<file path="src/hdl/hufw_pkg.sv">
// Shared types and constants for the Huffman tree walk decoder.
// Depends on nothing; hufw_walk, the top level and the checker import it.
`timescale 1ns / 1ps

package hufw_pkg;

   localparam int IDX_BITS      = 9;
   localparam int SYM_BITS      = 8;
   localparam int DATA_BITS     = 16;
   localparam int CNT_BITS      = 5;
   localparam int BIT_SEL_BITS  = 4;
   localparam int REQ_DATA_BITS = 64;
   localparam int REQ_PAD_BITS  = 7;

   typedef enum logic {
      OP_WRITE  = 1'b0,
      OP_DECODE = 1'b1
   } opcode_type;

   // Request word payload, last field in the lowest bits.
   typedef struct packed {
      logic [REQ_PAD_BITS-1:0] pad;
      logic [CNT_BITS-1:0]     valid_bits;
      logic [DATA_BITS-1:0]    data_word;
      logic [IDX_BITS-1:0]     right_child;
      logic [IDX_BITS-1:0]     left_child;
      logic [SYM_BITS-1:0]     node_symbol;
      logic                    node_is_leaf;
      logic [IDX_BITS-1:0]     node_index;
   } req_item_type;

   // One node table entry as held in memory.
   typedef struct packed {
      logic                is_leaf;
      logic [SYM_BITS-1:0] symbol;
      logic [IDX_BITS-1:0] left;
      logic [IDX_BITS-1:0] right;
   } node_type;

   // Accepted request handed to the walk engine.
   typedef struct packed {
      logic         vld;
      opcode_type   op;
      logic         eos;
      req_item_type item;
   } cmd_type;

   // Symbol pushed from the walk engine to the output register.
   typedef struct packed {
      logic                vld;
      logic [SYM_BITS-1:0] symbol;
      logic                last;
   } push_type;

endpackage

</file>
<file path="src/hdl/hufw_walk.sv">
// Tree walk engine: node writes, at most one table read per code bit, pending symbol.
// Depends on hufw_pkg; drives the ports of one hufw_ram instance.
`timescale 1ns / 1ps

module hufw_walk
   import hufw_pkg::*;
#(
   parameter int NODE_COUNT = 512,
   parameter int WORD_BITS  = 16
) (
   input  logic                          clock,
   input  logic                          reset,
   input  cmd_type                       cmd,
   output logic                          ready,
   input  logic                          out_free,
   output push_type                      push,
   output logic                          ram_we,
   output logic [$clog2(NODE_COUNT)-1:0] ram_waddr,
   output logic [$bits(node_type)-1:0]   ram_wdata,
   output logic [$clog2(NODE_COUNT)-1:0] ram_raddr,
   input  logic [$bits(node_type)-1:0]   ram_rdata
);

   localparam int AW    = $clog2(NODE_COUNT);
   localparam int LIMIT = (WORD_BITS < DATA_BITS) ? WORD_BITS : DATA_BITS;

   typedef enum logic [2:0] {
      ST_IDLE  = 3'b001,
      ST_WALK  = 3'b010,
      ST_FLUSH = 3'b100
   } state_type;

   function automatic logic [AW-1:0] to_addr(input logic [IDX_BITS-1:0] idx);
      logic [31:0] ext;
      ext = 32'(idx);
      return ext[AW-1:0];
   endfunction

   function automatic logic in_range(input logic [IDX_BITS-1:0] idx);
      return 32'(idx) < 32'(NODE_COUNT);
   endfunction

   state_type              state_ff, state_in;
   logic [DATA_BITS-1:0]   word_ff, word_in;
   logic [CNT_BITS-1:0]    nbits_ff, nbits_in;
   logic [CNT_BITS-1:0]    bit_cnt_ff, bit_cnt_in;
   logic                   eos_ff, eos_in;
   logic                   inflight_ff, inflight_in;
   logic [IDX_BITS-1:0]    child_ff, child_in;
   logic [IDX_BITS-1:0]    pos_ff, pos_in;
   logic [IDX_BITS-1:0]    cur_l_ff, cur_l_in, cur_r_ff, cur_r_in;
   logic [IDX_BITS-1:0]    root_l_ff, root_l_in, root_r_ff, root_r_in;
   logic                   pend_vld_ff, pend_vld_in;
   logic [SYM_BITS-1:0]    pend_sym_ff, pend_sym_in;

   node_type               rd;
   node_type               wr_node;
   logic                   stall;
   logic [IDX_BITS-1:0]    eff_l, eff_r, nxt;
   logic                   more;
   logic                   cur_bit;

   assign rd      = node_type'(ram_rdata);
   assign ready   = (state_ff == ST_IDLE);
   assign stall   = inflight_ff && rd.is_leaf && pend_vld_ff && !out_free;
   assign eff_l   = inflight_ff ? (rd.is_leaf ? root_l_ff : rd.left) : cur_l_ff;
   assign eff_r   = inflight_ff ? (rd.is_leaf ? root_r_ff : rd.right) : cur_r_ff;
   assign more    = bit_cnt_ff < nbits_ff;
   assign cur_bit = word_ff[bit_cnt_ff[BIT_SEL_BITS-1:0]];
   assign nxt     = cur_bit ? eff_r : eff_l;

   always_comb begin
      wr_node.is_leaf = cmd.item.node_is_leaf;
      wr_node.symbol  = cmd.item.node_symbol;
      wr_node.left    = cmd.item.left_child;
      wr_node.right   = cmd.item.right_child;
   end

   always_comb begin
      state_in    = state_ff;
      word_in     = word_ff;
      nbits_in    = nbits_ff;
      bit_cnt_in  = bit_cnt_ff;
      eos_in      = eos_ff;
      inflight_in = inflight_ff;
      child_in    = child_ff;
      pos_in      = pos_ff;
      cur_l_in    = cur_l_ff;
      cur_r_in    = cur_r_ff;
      root_l_in   = root_l_ff;
      root_r_in   = root_r_ff;
      pend_vld_in = pend_vld_ff;
      pend_sym_in = pend_sym_ff;
      ram_we      = 1'b0;
      ram_waddr   = to_addr(cmd.item.node_index);
      ram_wdata   = wr_node;
      ram_raddr   = to_addr(child_ff);
      push        = '0;

      unique case (state_ff)
         ST_IDLE: begin
            if (cmd.vld) begin
               if (cmd.op == OP_WRITE) begin
                  if (in_range(cmd.item.node_index)) begin
                     ram_we = 1'b1;
                     // keep the root and current-node copies coherent
                     if (cmd.item.node_index == '0) begin
                        root_l_in = cmd.item.left_child;
                        root_r_in = cmd.item.right_child;
                     end
                     if (cmd.item.node_index == pos_ff) begin
                        cur_l_in = cmd.item.left_child;
                        cur_r_in = cmd.item.right_child;
                     end
                  end
               end else begin
                  word_in     = cmd.item.data_word;
                  nbits_in    = (32'(cmd.item.valid_bits) > 32'(LIMIT)) ?
                                CNT_BITS'(LIMIT) : cmd.item.valid_bits;
                  eos_in      = cmd.eos;
                  bit_cnt_in  = '0;
                  inflight_in = 1'b0;
                  state_in    = ST_WALK;
               end
            end
         end

         ST_WALK: begin
            if (!stall) begin
               if (inflight_ff) begin
                  if (rd.is_leaf) begin
                     pos_in   = '0;
                     cur_l_in = root_l_ff;
                     cur_r_in = root_r_ff;
                     if (pend_vld_ff) begin
                        push.vld    = 1'b1;
                        push.symbol = pend_sym_ff;
                        push.last   = 1'b0;
                     end
                     pend_vld_in = 1'b1;
                     pend_sym_in = rd.symbol;
                  end else begin
                     pos_in   = child_ff;
                     cur_l_in = rd.left;
                     cur_r_in = rd.right;
                  end
               end
               inflight_in = 1'b0;
               if (more) begin
                  bit_cnt_in = bit_cnt_ff + 1'b1;
                  if (in_range(nxt)) begin
                     ram_raddr   = to_addr(nxt);
                     inflight_in = 1'b1;
                     child_in    = nxt;
                  end else begin
                     // child off the table: drop the code, back to root
                     pos_in   = '0;
                     cur_l_in = root_l_ff;
                     cur_r_in = root_r_ff;
                  end
               end else if (!inflight_ff) begin
                  if (eos_ff) begin
                     pos_in   = '0;
                     cur_l_in = root_l_ff;
                     cur_r_in = root_r_ff;
                  end
                  state_in = pend_vld_ff ? ST_FLUSH : ST_IDLE;
               end
            end
         end

         ST_FLUSH: begin
            if (out_free) begin
               push.vld    = 1'b1;
               push.symbol = pend_sym_ff;
               push.last   = 1'b1;
               pend_vld_in = 1'b0;
               state_in    = ST_IDLE;
            end
         end

         default: begin
            state_in = ST_IDLE;
         end
      endcase
   end

   always_ff @(posedge clock) begin
      if (reset) begin
         state_ff    <= ST_IDLE;
         inflight_ff <= 1'b0;
         pend_vld_ff <= 1'b0;
         pos_ff      <= '0;
         bit_cnt_ff  <= '0;
         nbits_ff    <= '0;
      end else begin
         state_ff    <= state_in;
         inflight_ff <= inflight_in;
         pend_vld_ff <= pend_vld_in;
         pos_ff      <= pos_in;
         bit_cnt_ff  <= bit_cnt_in;
         nbits_ff    <= nbits_in;
      end
   end

   always_ff @(posedge clock) begin
      word_ff     <= word_in;
      eos_ff      <= eos_in;
      child_ff    <= child_in;
      cur_l_ff    <= cur_l_in;
      cur_r_ff    <= cur_r_in;
      root_l_ff   <= root_l_in;
      root_r_ff   <= root_r_in;
      pend_sym_ff <= pend_sym_in;
   end

endmodule

</file>
<file path="config.mk">
export PLATFORM = sky130hd
export DESIGN_NAME = hufw_walk
export DESIGN_NICKNAME = d
export VERILOG_FILES = /design/src/hdl/hufw_pkg.sv /design/src/hdl/hufw_walk.sv
export SDC_FILE = /design/constraint.sdc
export NUM_CORES = 1
export LEC_CHECK = 0
export ABC_AREA = 1
export BUFFER_PORTS_ARGS = -buffer_cell sky130_fd_sc_hd__buf_2
export CORE_ASPECT_RATIO = 0.7
export CORE_MARGIN = 8
export CORE_UTILIZATION = 40
export CTS_CLUSTER_DIAMETER = 40
export DETAILED_ROUTE_END_ITERATION = 8
export PLACE_DENSITY_LB_ADDON = 0.15
export RECOVER_POWER = 50
export SKIP_LAST_GASP = 1
export SLEW_MARGIN = 15
export SYNTH_ARGS = -nofsm -noshare
export SYNTH_HDL_FRONTEND = slang
export SYNTH_SLANG_ARGS = --single-unit
</file>
<file path="constraint.sdc">
create_clock -name clock -period 2.65 [get_ports clock]
set_input_delay 0.53 -clock clock [delete_from_list [all_inputs] [get_ports clock]]
set_output_delay 0.53 -clock clock [all_outputs]
set_load 0.01 [all_outputs]
</file>
Word level (Yosys, flattened, before mapping)
Index checks and enable logic that the tools add are counted.
- shift operators: 0
- mux-type cells: 64
- eq/ne operators: 15
- div/mod/pow operators: 0
- bitwise operators: 2
- add/subtract/negate cells: 1
- $lt $le $gt $ge: 3
- multiply operators: 0
- reductions and logical operators: 16
- operators by type and width (kind ; count):
    2-to-1 mux 9 bit ; 27
    2-to-1 mux 10 bit ; 5
    case mux 9 bit (2 select lines) ; 2
    2-to-1 mux 5 bit ; 5
    2-to-1 mux 3 bit ; 7
    inequality test 2 bit (second input constant) ; 10
    case mux 10 bit (2 select lines) ; 1
    AND reduction 5 bit ; 3
    2-to-1 mux 1 bit ; 12
    AND reduction 4 bit ; 3
    case mux 5 bit (2 select lines) ; 1
    equality test 9 bit ; 1
    logical NOT 9 bit ; 1
    case mux 3 bit (3 select lines) ; 1
    AND reduction 6 bit ; 1
    adder 5 x 1 -> 5 bit (second input constant) ; 1
    greater-than comparator 5 bit (second input constant) ; 1
    less-than comparator 4 x 5 -> 1 bit (second input constant) ; 1
    less-than comparator 5 bit ; 1
    binary-select mux 1 bit (select 4 bit) ; 1
    case mux 1 bit (2 select lines) ; 2
    nonzero test 2 bit ; 2
    equality test 3 x 1 -> 1 bit (second input constant) ; 1
    equality test 3 x 2 -> 1 bit (second input constant) ; 1
    7 further kinds ; 10
- bits in latches: 0
- bits in registers: 94
- memories kept: 0
- input port bits: 97
- output and inout bits: 57
- ROM bits: 0
- RAM bits: 0

Logic depth before layout (Yosys ltp)
Gate-level depths: netlist of the first run.
- depth in word-level cells: 7
- gate-level depth with buffers: 13

Worst setup path before layout of the first run
OpenSTA, ideal clock, no wires.
- path kind: input-to-reg
- start: input port cmd[0] in the netlist's numbering
- end: register root_l_ff[0], enable pin
- data arrival time: 2.144 ns
- path slack: 0.091 ns
- data required time: 2.234 ns
- setup time: 0.416 ns
- cell stages on the path: 3
- path through: nor4_1 > nand3_1 > nor3_1
- longest elaborated chain between the ends: 2
- RTL lines (item ; RTL line ; source):
    from (decl) ; hufw_walk.sv:13 ; input cmd_type cmd,
    logical NOT 9 bit ; hufw_walk.sv:107 ; if (cmd.item.node_index == '0) begin
    AND reduction 4 bit (no line) ; n/a ;
    to (signal assigned) ; hufw_walk.sv:212 ; root_l_ff <= root_l_in;
    to (decl) ; hufw_walk.sv:52 ; logic [IDX_BITS-1:0] root_l_ff, root_l_in, root_r_ff, root_r_in;
Every way passes these cells.
A chain may end at the register's enable or synchronous reset.

Worst setup path after layout of the first run
- start: register nbits_ff[4]
- end: output port ram_raddr[0]
- longest elaborated chain between the ends: 4
- RTL lines (item ; RTL line ; source):
    from (decl) ; hufw_walk.sv:45 ; logic [CNT_BITS-1:0] nbits_ff, nbits_in;
    from (signal assigned) ; hufw_walk.sv:202 ; nbits_ff <= nbits_in;
    less-than comparator 5 bit ; hufw_walk.sv:68 ; assign more = bit_cnt_ff < nbits_ff;
    2-to-1 mux 9 bit ; hufw_walk.sv:149 ; if (more) begin
    2-to-1 mux 9 bit ; hufw_walk.sv:129 ; if (!stall) begin
    2-to-1 mux 9 bit ; hufw_walk.sv:100 ; unique case (state_ff)
    to (decl) ; hufw_walk.sv:20 ; output logic [$clog2(NODE_COUNT)-1:0] ram_raddr,
Every way passes these cells.

==> results.yml, run 1 <==
worst_setup_path:
  required_ns: 2.12
  slowest_stage: "ha_1"
  startpoint: "nbits_ff[4]$_SDFFE_PP0P_"
  critPathMaxFanout: 9
  crit_type: "reg -> out"
  endpoint_kind: "output port"
  crit_family: "simple AND/OR/NAND/NOR gates"
  cp-start-kind: "flop"
  critPathMaxStageDelay_ns: 0.31
  r2r-start: "state_ff[0]$_SDFFE_PP1P_"
  rrSetupSlack_ns: 0.24
  crit_top_cell: "nand2_1"
  path_buf_inv: 3
  crit_chain: "inv_1, ha_1, a21oi_2, nand2_2, nor2_4, nand2_4, buf_6, nand2_1, nand2_1, buf_2"
  cp.arrival_ns: 2.05
floorplan:
  die_w_um: 155
  rows: 35
  die_h_um: 113
  start_util_pct: 41.0
  dieArea_sq_um: 17500
  core_sq_um: 13200
  pin_count: 154
layout:
  drive_gt1_share_pct: 18.4
  layout.nets: 892
  diodes: 0
  layoutNonFillerInstCount: 980
  layout_common_cells: "nand2_1, nand3_1, buf_2, inv_1, nor2_1"
  fillers: 1328
  mostFrequentLayoutCell: "nand2_1"
  area_growth_pct: 16.3
global_routing:
  overflow: 0
  grt_pass1_wl_um: 23100
  grt_pass1_vias: 4753
  grt_usage_pct: 16.4
  grt_max_degree: 38
  antenna_found_initial: 0
synth:
  synth-edff-count: 61
  yosysTopAreaCell: "edfxtp_1"
  ys_ff_latch: 94
  ys.warnings.count: 0
  synth_cell_types: 41
  syn-num-nets: 796
  syn_inst: 694
  synth_top_area_share_pct: 33.9
  ys_seq_area_share_pct: 46.1
  synth-main-ff-cell: "edfxtp_1"
  syn_avg_cell_area_sq_um: 7.79
  synthesis.area_sq_um: 5400
  synth_top_cells_by_area: "edfxtp_1, nand2_1, dfxtp_1, nand3_1, buf_4"
  async_flop_share_pct: 0
placed_design:
  routabilityCongestion: 0.821
  pre_cts_slack_ns: 0.271
  dp_hpwl_um: 10400
  place.port_buffers: 128
  place_inst: 960
timing:
  hold_ws_ns: 0.358
  fin_skew_ns: 0.00831
  setup_viol: 0
  hold_viol: 0
  timing.fmax_ghz: 0.388
  relSlewSlack_pct: 10.6
  timing.final.crit_share_pct: 97.3
  tightest_slew_ns: 1.34
  report.final.slew_viol_count: 0
  layout_setup_ws_ns: 0.0726
  period_needed_ns: 2.58
route:
  ant_nets: 0
  first_iter_violations: 301
  vias: 4806
  viasPerCell: 4.90
  drcViolationCount: 0
  wirelength_um: 14400
  dr.pass1.iters: 5
  wl_per_cell_um: 14.7
power:
  leakage_nw: 2.78
  p_per_area_nw_per_um2: 796
  peakVddDrop_v: 0.000393
  p_total_w: 0.00500
clocking:
  cts_hold_buf: 0
  path_clk_slew_ns: 0.06
  clock_path_buffers: 2
  h-tree-depth: 3
  root_buffer: "clkbuf_16"
  numCtsBuffers: 9
  clk_latency_ns: 0.35
  cts_tree: "yes"
  cts.sinks: 94
hold_path:
  hp-start: "ram_rdata[21]"
  min_path_type: "in -> reg"
outcome:
  outcome: "finished clean"
run:
  maxCapViolations: 0
per-stage QoR:
stage | cell area (sq um) | util [%] | TNS [ns]
final | 6280 | 47.7 | 0
after floorplan | 5400 | - | 0
after global placement | 6010 | 45.6 | 0
after detailed placement | 6010 | 45.6 | 0
after CTS | 6320 | 48.0 | 0
after global routing | 6280 | 47.7 | -0.0686
state kept, by name, summed over array words and instances, names as in the netlist, 5 cells and up:
name / flops
bit_cnt_ff: 5
cur_r_ff: 9
pos_ff: 9
cur_l_ff: 9
root_l_ff: 9
nbits_ff: 5
child_ff: 9
pend_sym_ff: 8
word_ff: 16
root_r_ff: 9
final timing paths:
check | endpoint | depth (start not counted)
worst max-delay path | ram_raddr[0] | 10
worst min register to register | nbits_ff[3]$_SDFFE_PP0P_ | 2
worst min-delay path | pend_sym_ff[3]$_DFFE_PP_ | 1
worst max register to register | pend_sym_ff[3]$_DFFE_PP_ | 8
routing by layer:
metal | wire length [um] | global-route usage, %
met5 | 0 | 0
met4 | 231 | 5.14
met3 | 1120 | 5.06
met1 | 6960 | 21.6
met2 | 6120 | 25.1
repair_timing:
action                                  CTS  global route
pin swaps                                 2             2
endpoints found under the setup margin    9             9
resized for setup                         4             6
buffers inserted                          3             1
worst register-to-register path, delay by kind of cell, from the launching register on:
family | cells | cell delay (ns)
buffers and inverters | 4 | 1.28
DFF | 1 | 0.34
and+or+nand+nor | 4 | 0.56
report_power, final:
group          total [W]  internal, W  leakage (nW)  switching, W
registers        0.00203      0.00190         0.830      0.000134
clock network    0.00122     0.000668         0.137      0.000552
logic            0.00175     0.000604          1.81       0.00115
layout make-up:
| class | instances | area [sq um] | area share, % |
|---|---|---|---|
| multi-input combinational | 458 | 2230 | 35.5 |
| timing repair buffer | 148 | 747 | 11.9 |
| sequential | 94 | 2490 | 39.7 |
| clock buffer | 12 | 246 | 3.92 |
| tap | 185 | 231 | 3.68 |
| inverter | 79 | 302 | 4.80 |
| clock inverter | 4 | 31.3 | 0.498 |
cells in the mapped netlist (3+ instances only):
library cell	n
nand3_1	87
xnor2_1	3
clkbuf_1	12
buf_2	8
buf_4	38
a22oi_1	19
o211ai_1	18
buf_1	3
nor2_2	3
inv_1	67
nand3_2	3
nand2_1	200
edfxtp_1	61
nor2_1	66
a21oi_1	21
dfxtp_1	33
inv_2	11
o21ai_0	8
ha_1	5
cell families (layout without fill, tap and decap cells):
| group | after synthesis | after routing | synth area share [%] |
|---|---|---|---|
| adder cells (fa/ha/maj) | 5 | 5 | 1.16 |
| flip-flops | 94 | 94 | 46.1 |
| AO/OA/AOI/OAI | 74 | 74 | 9.01 |
| AND/OR/NAND/NOR | 374 | 374 | 29.9 |
| buffers and inverters | 142 | 243 | 13.0 |
| XOR/XNOR | 5 | 5 | 0.811 |
No activity file was read; power rests on OpenSTA's default activity.
==> run 2: changes to the inputs <==
Settings changed: CELL_PAD_IN_SITES_DETAIL_PLACEMENT set to 0, CELL_PAD_IN_SITES_GLOBAL_PLACEMENT set to 1, CORE_UTILIZATION 40 to 34, CTS_CLUSTER_SIZE set to 20.
==> run 2 against run 1 <==
Net effect: cell count is 1.7% higher; cell area is 3.4% higher; clock-buffer cell count is 2 lower; sequential share of layout area is 1.2 points lower; non-clock buffer count is 1 higher; flip-flop and latch count stayed put; largest power group unchanged.
==> results.yml, run 2 (synthesis results as in run 1) <==
global_routing:
  grt_pass1_wl_um: 24300
  overflow: 0
  grt_usage_pct: 15.0
  antenna_found_initial: 0
  grt_max_degree: 38
  grt_pass1_vias: 4719
timing:
  relSlewSlack_pct: 57.7
  report.final.slew_viol_count: 0
  tightest_slew_ns: 0.634
  setup_viol: 0
  hold_viol: 0
  timing.fmax_ghz: 0.394
  period_needed_ns: 2.54
  timing.final.crit_share_pct: 95.8
  layout_setup_ws_ns: 0.112
  fin_skew_ns: 0.00853
power:
  p_seq_share_pct: 38.5
  p_comb_share_pct: 34.8
  switching_power_w: 0.00190
  p_clk_share_pct: 26.7
  peakVddDrop_v: 0.000338
  p_per_area_nw_per_um2: 814
  netSwitchingFraction_pct: 35.9
  leakage_nw: 2.82
  internal_power_w: 0.00339
layout:
  largest_register: "word_ff"
  layout.nets: 894
  final_area_sq_um: 6490
  area_growth_pct: 20.2
  largest_reg_flops: 16
  drive_gt1_share_pct: 21.5
  mostFrequentLayoutCell: "nand2_1"
  diodes: 0
  layout_common_cells: "nand2_1, nand3_1, buf_2, inv_1, nor2_1"
  utilization_pct: 41.9
worst_setup_path:
  required_ns: 2.12
  cp-start-kind: "flop"
  critPathMaxFanout: 5
  crit_type: "reg -> out"
  slowest_stage: "dfxtp_2"
  cp.arrival_ns: 2.01
  endpoint_kind: "output port"
  rrSetupSlack_ns: 0.57
  crit_chain: "inv_1, ha_4, nand2_1, inv_1, o21ai_2, nand2_2, nor2_4, nand2_4, buf_6, nand2_1, nand2_2, buf_6"
  critPathMaxStageDelay_ns: 0.32
clocking:
  clock_path_buffers: 2
  numCtsBuffers: 9
  cts.sinks: 94
  root_buffer: "clkbuf_16"
  cts_hold_buf: 0
  cts_tree: "yes"
  path_clk_slew_ns: 0.07
  h-tree-depth: 3
  clk_latency_ns: 0.35
route:
  wl_per_cell_um: 15.2
  wirelength_um: 15200
  dr.pass1.iters: 5
  first_iter_violations: 284
  vias: 4749
  drcViolationCount: 0
  viasPerCell: 4.76
  ant_nets: 0
run:
  maxCapViolations: 0
floorplan:
  pin_count: 154
  rows: 38
  core_sq_um: 15500
  start_util_pct: 34.9
  dieArea_sq_um: 20200
  die_h_um: 121
  die_w_um: 167
placed_design:
  routabilityCongestion: 0.780
  pre_cts_slack_ns: 0.203
  dp_hpwl_um: 11100
  postPlaceCellArea_sq_um: 6040
  place.port_buffers: 128
hold_path:
  min_path_type: "in -> reg"
outcome:
  outcome: "finished clean"
[run 2: cell type report]
type	instances	area, sq um
clock buffers	10	229
clock inverters	6	87.6
fillers	1617	9000
inverters	79	304
multi-input cells	458	2300
flip-flops and latches	94	2500
well taps	200	250
repair buffers	149	813
repair inverters	1	6.26
[run 2: final timing paths]
kind | start | to | cells past startpoint
setup / recovery | nbits_ff[2]$_SDFFE_PP0P_ | ram_raddr[5] | 12
hold / removal | cmd[45] | word_ff[9]$_DFFE_PP_ | 1
setup reg to reg | state_ff[0]$_SDFFE_PP1P_ | pend_sym_ff[7]$_DFFE_PP_ | 8
hold reg to reg | nbits_ff[2]$_SDFFE_PP0P_ | nbits_ff[2]$_SDFFE_PP0P_ | 2
[run 2: repair_timing]
item                                    4_1_cts  5_1_grt
buffers inserted                              3        0
pin swaps                                     0       11
cloned                                        0        1
endpoints found under the setup margin        9        9
gates resized for setup                       4       41
[run 2: per-layer routing]
| metal | global-route usage [%] | wire length, um |
|---|---|---|
| met5 | 0 | 0 |
| met4 | 3.87 | 147 |
| met3 | 4.09 | 882 |
| met2 | 22.8 | 6430 |
| met1 | 20.6 | 7740 |
[run 2: through the flow]
stage / TNS (ns) / total power (W) / instances / hold slack, ns
2_1_floorplan: 0 / 0.00322 / 694 / 0.443
3_3_place_gp: 0 / 0.00377 / 977 / 0.458
3_5_place_dp: 0 / 0.00379 / 977 / 0.461
4_1_cts: 0 / 0.00524 / 996 / 0.331
5_1_grt: -0.230 / 0.00562 / 997 / 0.329
6_report: 0 / 0.00529 / 997 / 0.348
[run 2: power by group through the flow]
stage / Sequential (W) / Combinational [W] / Clock (W)
floorplan: 0.00203 / 0.00119 / 0
global placement: 0.00205 / 0.00172 / 0
detailed placement: 0.00206 / 0.00173 / 0
CTS: 0.00203 / 0.00174 / 0.00146
global route: 0.00206 / 0.00206 / 0.00150
finish: 0.00203 / 0.00184 / 0.00141
[run 2: critical path: cells and delay by family (launching register included)]
| family | cells | cell delay (ns) |
|---|---|---|
| buffers and inverters | 4 | 0.39 |
| DFF | 1 | 0.32 |
| adders and majority gates | 1 | 0.20 |
| and+or+nand+nor | 6 | 0.54 |
| AOI/OAI and AO/OA | 1 | 0.20 |
